--- config.mk ---
export PLATFORM = sky130hd
export DESIGN_NAME = mpeg_ps_pes_deframer
export DESIGN_NICKNAME = d
export VERILOG_FILES = /design/src/rtl/mpspd_pkg.sv /design/src/rtl/mpspd_parse.sv /design/src/rtl/mpeg_ps_pes_deframer.sv
export SDC_FILE = /design/constraint.sdc
export NUM_CORES = 1
export LEC_CHECK = 0
export ABC_AREA = 1
export BUFFER_PORTS_ARGS = -buffer_cell sky130_fd_sc_hd__buf_2
export CELL_PAD_IN_SITES_DETAIL_PLACEMENT = 0
export CELL_PAD_IN_SITES_GLOBAL_PLACEMENT = 1
export CORE_UTILIZATION = 40
export CTS_CLUSTER_SIZE = 8
export DETAILED_ROUTE_END_ITERATION = 12
export PLACE_DENSITY = 0.85
export SYNTH_ARGS = -nofsm -noshare
export SYNTH_HDL_FRONTEND = slang
export SYNTH_SLANG_ARGS = --single-unit
--- constraint.sdc ---
create_clock -name i_clk -period 5.1 [get_ports i_clk]
set_clock_uncertainty 0.2 [all_clocks]
set_input_delay 0.51 -clock i_clk [delete_from_list [all_inputs] [get_ports i_clk]]
set_output_delay 0.51 -clock i_clk [all_outputs]
set_load 0.03 [all_outputs]
--- src/rtl/mpspd_pkg.sv ---
// ----------------------------------------------------------------------------
// mpspd_pkg
// Types and constants shared by the program stream PES deframer.
// ----------------------------------------------------------------------------
package mpspd_pkg;

    localparam logic [31:0] CODE_VIDEO = 32'h0000_01E0;
    localparam logic [31:0] CODE_AUDIO = 32'h0000_01C0;

    localparam logic [1:0] PHASE_LEN_HI  = 2'd0;
    localparam logic [1:0] PHASE_LEN_LO  = 2'd1;
    localparam logic [1:0] PHASE_PAYLOAD = 2'd2;
    localparam logic [1:0] PHASE_UNUSED  = 2'd3;

    localparam logic KIND_VIDEO = 1'b0;
    localparam logic KIND_AUDIO = 1'b1;

    typedef struct packed {
        logic [31:0] window;
        logic [1:0]  phase;
        logic [15:0] pkt_len;
        logic [15:0] taken;
        logic        active;
    } t_state;

    typedef struct packed {
        logic       valid;
        logic [7:0] payload;
        logic       kind;
        logic       last;
        logic       empty;
    } t_result;

endpackage

--- src/rtl/mpspd_parse.sv ---
// ----------------------------------------------------------------------------
// mpspd_parse
// Next-state and result logic for one stream byte: start-code search,
// length capture and payload pass-through.
// ----------------------------------------------------------------------------
module mpspd_parse (
    input  mpspd_pkg::t_state  i_state,
    input  logic [7:0]         i_byte,
    output mpspd_pkg::t_state  o_state,
    output mpspd_pkg::t_result o_result
);
    import mpspd_pkg::*;

    logic        matched;
    logic        is_audio;
    logic [15:0] len_new;
    logic [15:0] taken_new;

    assign is_audio  = (i_state.window == CODE_AUDIO);
    assign matched   = (i_state.window == CODE_VIDEO) || is_audio;
    assign len_new   = {i_state.pkt_len[7:0], i_byte};
    assign taken_new = i_state.taken + 16'd1;

    always_comb begin
        o_state  = i_state;
        o_result = '0;
        if (!matched) begin
            o_state.window = {i_state.window[23:0], i_byte};
            o_state.phase  = PHASE_LEN_HI;
        end else begin
            o_state.active = is_audio ? KIND_AUDIO : KIND_VIDEO;
            case (i_state.phase)
                PHASE_LEN_HI: begin
                    o_state.pkt_len = len_new;
                    o_state.phase   = PHASE_LEN_LO;
                end
                PHASE_LEN_LO: begin
                    o_state.pkt_len = len_new;
                    o_state.phase   = PHASE_PAYLOAD;
                    o_state.taken   = '0;
                    if (len_new == 16'd0) begin
                        o_result.valid  = 1'b1;
                        o_result.kind   = o_state.active;
                        o_result.last   = 1'b1;
                        o_result.empty  = 1'b1;
                        o_state.window  = '0;
                        o_state.phase   = PHASE_LEN_HI;
                        o_state.pkt_len = '0;
                    end
                end
                PHASE_PAYLOAD, PHASE_UNUSED: begin
                    o_result.valid   = 1'b1;
                    o_result.payload = i_byte;
                    o_result.kind    = o_state.active;
                    if (taken_new >= i_state.pkt_len) begin
                        o_result.last   = 1'b1;
                        o_state.window  = '0;
                        o_state.phase   = PHASE_LEN_HI;
                        o_state.pkt_len = '0;
                        o_state.taken   = '0;
                    end else begin
                        o_state.taken = taken_new;
                    end
                end
                default: begin
                    o_state = i_state;
                end
            endcase
        end
    end

endmodule

--- src/rtl/mpeg_ps_pes_deframer.sv ---
// ----------------------------------------------------------------------------
// mpeg_ps_pes_deframer
// Program stream PES deframer: passes on video (E0) and audio (C0) payload
// bytes tagged with stream kind, packet end and empty-packet flags.
// ----------------------------------------------------------------------------
// Takes one byte per clock while the output side keeps taking results, and
// gives at most one result per byte. A byte is held in the input register,
// where the start-code compare, length capture and byte counter update are
// done, and moves on into the result register once the output side can take
// it; a stall there holds the byte in the input register. Header and
// length bytes give no result; a zero-length packet gives one empty marker.
// ----------------------------------------------------------------------------
module mpeg_ps_pes_deframer (
    input  logic       i_clk,
    input  logic       i_rst_n,
    input  logic       i_valid,
    output logic       o_ready,
    input  logic [7:0] i_stream_byte,
    output logic       o_valid,
    input  logic       i_ready,
    output logic [7:0] o_payload_byte,
    output logic       o_stream_kind,
    output logic       o_packet_end,
    output logic       o_empty_packet
);
    import mpspd_pkg::*;

    logic       r_in_valid;
    logic [7:0] r_in_byte;
    t_state     r_state;
    t_state     n_state;
    t_result    n_result;
    logic       r_out_valid;
    logic [7:0] r_out_payload;
    logic       r_out_kind;
    logic       r_out_last;
    logic       r_out_empty;
    logic       advance;

    assign advance = r_in_valid && (!r_out_valid || i_ready);
    assign o_ready = !r_in_valid || advance;

    mpspd_parse u_parse (
        .i_state  (r_state),
        .i_byte   (r_in_byte),
        .o_state  (n_state),
        .o_result (n_result)
    );

    always_ff @(posedge i_clk) begin
        if (!i_rst_n) begin
            r_in_valid  <= 1'b0;
            r_out_valid <= 1'b0;
            r_state     <= '0;
        end else begin
            if (o_ready) begin
                r_in_valid <= i_valid;
            end
            if (advance) begin
                r_state     <= n_state;
                r_out_valid <= n_result.valid;
            end else if (i_ready) begin
                r_out_valid <= 1'b0;
            end
        end
    end

    always_ff @(posedge i_clk) begin
        if (o_ready && i_valid) begin
            r_in_byte <= i_stream_byte;
        end
        if (advance && n_result.valid) begin
            r_out_payload <= n_result.payload;
            r_out_kind    <= n_result.kind;
            r_out_last    <= n_result.last;
            r_out_empty   <= n_result.empty;
        end
    end

    assign o_valid        = r_out_valid;
    assign o_payload_byte = r_out_payload;
    assign o_stream_kind  = r_out_kind;
    assign o_packet_end   = r_out_last;
    assign o_empty_packet = r_out_empty;

    a_reset_empty: assert property (@(posedge i_clk)
        !$past(i_rst_n) |-> !o_valid && !r_in_valid)
        else $error("pipeline not empty after reset");

    a_empty_marker: assert property (@(posedge i_clk) disable iff (!i_rst_n)
        o_valid && o_empty_packet |-> o_packet_end && o_payload_byte == 8'd0)
        else $error("empty marker without packet end or with payload");

    a_search_clean: assert property (@(posedge i_clk) disable iff (!i_rst_n)
        (r_state.window != CODE_VIDEO && r_state.window != CODE_AUDIO)
        |-> r_state.phase == PHASE_LEN_HI && r_state.taken == 16'd0
            && r_state.pkt_len == 16'd0)
        else $error("packet state left over while searching");

    a_count_bound: assert property (@(posedge i_clk) disable iff (!i_rst_n)
        r_state.phase == PHASE_PAYLOAD |-> r_state.taken < r_state.pkt_len)
        else $error("payload count reached packet length without closing");

    a_no_unused_phase: assert property (@(posedge i_clk) disable iff (!i_rst_n)
        r_state.phase != PHASE_UNUSED)
        else $error("length phase took the unused code");

endmodule
---- Word level (Yosys, flattened, before mapping) ----
Cells that the tools add are included.
word-level totals
  bits in registers ....................... 87
  bits of input ports ..................... 12
  output and inout bits ................... 13
  logic and storage cells ................. 59
operators by class
  add/subtract/negate cells ............... 1
  $lt $le $gt $ge ......................... 1
  eq/ne operators ......................... 9
  muxes and demuxes ....................... 18
  reduce and logical (&&, ||, !) cells .... 19
operators with widths
  cell                                            number
  2-to-1 mux 50 bit                               2
  == test 32 x 9 -> 1 bit, second input constant  2
  case mux 32 bit (2 select lines)                1
  case mux 18 bit (3 select lines)                1
  2-to-1 mux 34 bit                               1
  case mux 16 bit (2 select lines)                1
  adder 16 x 1 -> 16 bit, second input constant   1
  >= comparator 16 bit                            1
  logical NOT 16 bit                              1
  2-to-1 mux 16 bit                               1
  2-to-1 mux 12 bit                               1
  != test 3 bit, second input constant            3
  2-to-1 mux 8 bit                                1
  2-to-1 mux 1 bit                                6
  AND reduction 2 bit                             3
  AND reduction 3 bit                             2
  == test 2 bit, second input constant            2
  case mux 2 bit (2 select lines)                 1
  AND reduction 4 bit                             1
  nonzero test 2 bit                              2
  logical AND 1 bit                               3
  logical OR 1 bit                                3
  2-to-1 mux 3 bit                                1
  == test 2 x 1 -> 1 bit, second input constant   1
  other kinds (5)                                 6

---- Depth between registers and ports, before layout ----
  depth in word-level cells ............... 6
  gate-level depth with buffers ........... 22
  depth with buffers taken out ............ 21

---- By module ----
A second synthesis with hierarchy kept.
unflattened totals
  cell total of the unflattened synthesis .. 869
  area total of the unflattened synthesis .. 5642.9 um^2
by module, submodules not included
  module                instances  cells an instance  area an instance (um^2)  sequential area each (um^2)
  mpeg_ps_pes_deframer  1          474                3651.0                   1951.9
  mpspd_parse           1          395                1991.9                   0.0

---- Worst setup path before layout ----
No wires, ideal clock.
  path type ............................... register to register
  start ................................... reg r_state[1] in the netlist's numbering
  end ..................................... reg r_state[23] in the netlist's numbering
  setup time .............................. 113 ps
  data arrival time ....................... 2646 ps
  required time ........................... 4787 ps
  path slack .............................. 2141 ps
  stages on the path, launching flop included .. 21
  path buffers ............................ 1
  period minus slack after synthesis ...... 2959 ps
  cell sequence ........................... dfxtp_1 -> nand2_1 -> nor2_1 -> nand3_1 -> nor2_1 -> nand2_1 -> nor2_1 -> nand2_1 -> xor2_1 -> ha_1 -> a21oi_1 -> o21ai_0 -> nor2_1 -> nand2_1 -> nor2_1 -> inv_1 -> nand2_1 -> inv_2 -> buf_6 -> nor2_1 -> nor2_1
on the way
  longest elaborated chain between the ends .. 4
ends and longest elaborated chain
  what                                     RTL line                    text
  from (decl)                              mpeg_ps_pes_deframer.sv:30  t_state r_state;
  from (signal assigned)                   mpeg_ps_pes_deframer.sv:60  r_state <= n_state;
  adder 16 x 1 -> 16 bit                   mpspd_parse.sv:22           assign taken_new = i_state.taken + 16'd1;
  >= comparator 16 bit                     mpspd_parse.sv:55           if (taken_new >= i_state.pkt_len) begin
  != test 2 x 1 -> 1 bit (no source line)  -
  AND reduction 3 bit (no source line)     -
Every way passes these cells.
A chain may end at the register's enable or synchronous reset.

---- Worst setup path in the final report ----
  start ................................... reg r_state[1] in the netlist's numbering
  end ..................................... reg r_state[41] in the netlist's numbering
on the way
  longest elaborated chain between the ends .. 4
ends and longest elaborated chain
  what                                  RTL line
  adder 16 x 1 -> 16 bit                mpspd_parse.sv:22
  >= comparator 16 bit                  mpspd_parse.sv:55
  != test 3 bit (no source line)        -
  AND reduction 4 bit (no source line)  -
Every way passes these cells.

==> flow_summary.json <==
{
  "start_util_pct": 41.0,
  "ant_nets": 0,
  "cts_tree": "done",
  "slew_headroom_pct": 35.7,
  "syn_area_um2": 4680,
  "antenna_found_initial": 0,
  "yosysTopAreaCellShare_pct": 29.1,
  "wl_um": 10300,
  "nets": 723,
  "met2_usage_pct": 31.6,
  "rsz0062_at_grt": "false",
  "dieWidth_um": 110,
  "yosysUniqueCellTypes": 31,
  "gr-max-usage-layer": "met2",
  "worstPathRequired_ps": 5140,
  "synth_cells": 679,
  "async_reset_ff_share_pct": 0,
  "dp.cells": 826,
  "gp_congestion": 0.829,
  "ys_top_cells_by_count": "nand2_1 (164), nor2_1 (134), inv_1 (115)",
  "synth_seq_area_share_pct": 41.3,
  "post_cts_buffers": 0,
  "drt_iter0_drc": 235,
  "grt_pass1_vias": 3789,
  "final-setup-viol-count": 0,
  "dr.pass1.iters": 4,
  "clk_pin_slew_ps": 70,
  "core_um2": 11400,
  "max-vdd-ir-drop_uv": 360,
  "rows": 39,
  "holdBufCountCts": 0,
  "drv_slew": 0,
  "power_w": 0.00158,
  "fin_setup_tns_ps": 0,
  "postSynth.topFlopCell": "dfxtp_1",
  "ys_warn_count": 0,
  "num_io_pins": 25,
  "p_leak_nw": 2.55,
  "power.density_nw_per_um2": 304,
  "grtUsageMet3_pct": 5.17,
  "synth-edff-count": 19,
  "cts_resized": 0,
  "clockBufferDepth": 2,
  "wire_per_inst_um": 12.2,
  "fin_cells": 842,
  "antenna_cells": 0,
  "cts_num_sinks": 87,
  "synth.most_common_cell": "nand2_1",
  "final_layout_size_suffix_gt1_share_pct": 8.15,
  "synth_top_cell_by_area": "dfxtp_1",
  "finalHoldViolations": 0,
  "ys_ff_latch": 87,
  "overflow": 0,
  "worst-endpoint-arrival_ps": 3930,
  "num_vias": 4017,
  "start_kind": "flop",
  "grt_max_degree": 60,
  "grt_pass1_wl_um": 17200,
  "finalCriticalPeriod_ps": 3890,
  "synth_area_leaders": "dfxtp_1 (29%), nand2_1 (13%), edfxtp_1 (12%)",
  "syn_to_final_growth_pct": 11.1,
  "final.period_utilization_pct": 76.2,
  "timing.fmax_ghz": 0.257,
  "gr-usage-all-layers_pct": 18.6,
  "h-tree-depth": 3,
  "die_h_um": 110,
  "syn-num-nets": 708,
  "cp-end-kind": "flop",
  "drt-vias-per-instance": 4.77,
  "worst_pin_slew_ps": 960,
  "cts_root_buffer": "clkbuf_16",
  "avgSynthCellArea_um2": 6.90,
  "clock_latency_ps": 350,
  "cp_max_fo": 48,
  "route.detailed.drc": 0,
  "globalRouteMet1Util_pct": 23.0,
  "die_area_um2": 12100,
  "maxCapViolCount": 0,
  "cts-buffers-inserted": 9,
  "hp-class": "input port to flop",
  "path_class": "flop to flop",
  "dp_hpwl_um": 7280,
  "outcome": "completed",
  "numPortBuffers": 24
}
-- flip-flops by register name (all words and copies together) (netlist names) --
register        cells
o_empty_packet      1
o_packet_end        1
o_payload_byte      8
o_stream_kind       1
o_valid             1
r_in_byte           8
r_in_valid          1
r_state            66
-- cell families after synthesis --
logic type | share of synthesized area [%]
and+or+nand+nor | 34.1
buffers and inverters | 12.5
DFF | 41.3
AOI/OAI and AO/OA | 4.94
adders and majority gates | 4.54
xor gates and xnor gates | 2.62
-- layout make-up --
cell class / count / area (um^2)
Fill cell: 1178 / 6220
Multi-Input combinational cell: 448 / 2160
Sequential cell: 87 / 1930
Inverter: 122 / 458
Clock buffer: 9 / 225
Tap cell: 143 / 179
Timing Repair Buffer: 26 / 135
Clock inverter: 7 / 109
-- where the power goes --
group / total, W / internal (W) / switching, W
clock network: 0.000742 / 0.000441 / 0.000300
registers: 0.000734 / 0.000722 / 0.0000116
logic: 0.000104 / 0.0000360 / 0.0000679
total: 0.00158 / 0.00120 / 0.000380
-- worst max-delay path, stage by stage, from the launching register on --
cell and delay (ps):
dfxtp_1 410, nand2_1 80, nor2_1 160, nand3_1 130, nor2_1 100, nand2_1 140
nor2_1 180, nand2_1 90, xor2_1 210, ha_1 290, a21oi_1 150, o21ai_0 90
nor2_1 260, nand4_4 310, nand3_2 710, nand2_1 130, nand2_1 100, nor2_1 40
-- final timing paths --
| path | startpoint | to | slack (ps) | cells past startpoint |
|---|---|---|---|---|
| worst min-delay path | i_stream_byte[5] | r_in_byte[5] | 130 | 1 |
| worst max register to register | r_state[1] | r_state[41] | 1210 | 17 |
| worst min register to register | r_state[28] | r_state[28] | 270 | 2 |
| worst max-delay path | r_state[1] | r_state[41] | 1210 | 17 |
-- cell usage in the layout, fill, tap and decap left out, drive strengths merged --
master	Yosys	routed
nor2	139	139
a211oi	1	1
nand3b	9	9
nand4	26	26
nand2	167	167
o21ai	14	14
inv	119	124
bufinv	0	2
nor3	3	3
clkinv	3	3
nand3	28	28
buf	17	26
edfxtp	19	19
xnor2	1	1
dfxtp	68	68
ha	17	17
xor2	13	13
a31o	1	1
a21oi	29	29
clkbuf	5	9
-- routing by layer --
layer  part of all wire (%)  up-vias
li1                       -     2117
met5                      0        -
met1                     48     1814
met3                    3.6       14
met4                    1.6        0
met2                     47       72
-- per-stage QoR --
| stage | instance area [um^2] | setup WS (ps) | hold WS, ps | util, % |
|---|---|---|---|---|
| after floorplan | 4680 | 2140 | 239 | - |
| after global placement | 4870 | 1300 | 263 | 42.6 |
| after detailed placement | 4870 | 1200 | 258 | 42.6 |
| after CTS | 5200 | 1190 | 120 | 45.6 |
| after global routing | 5200 | 694 | 112 | 45.6 |
| final | 5200 | 1210 | 133 | 45.6 |
Note: power is estimated with default switching activity, not from simulation.
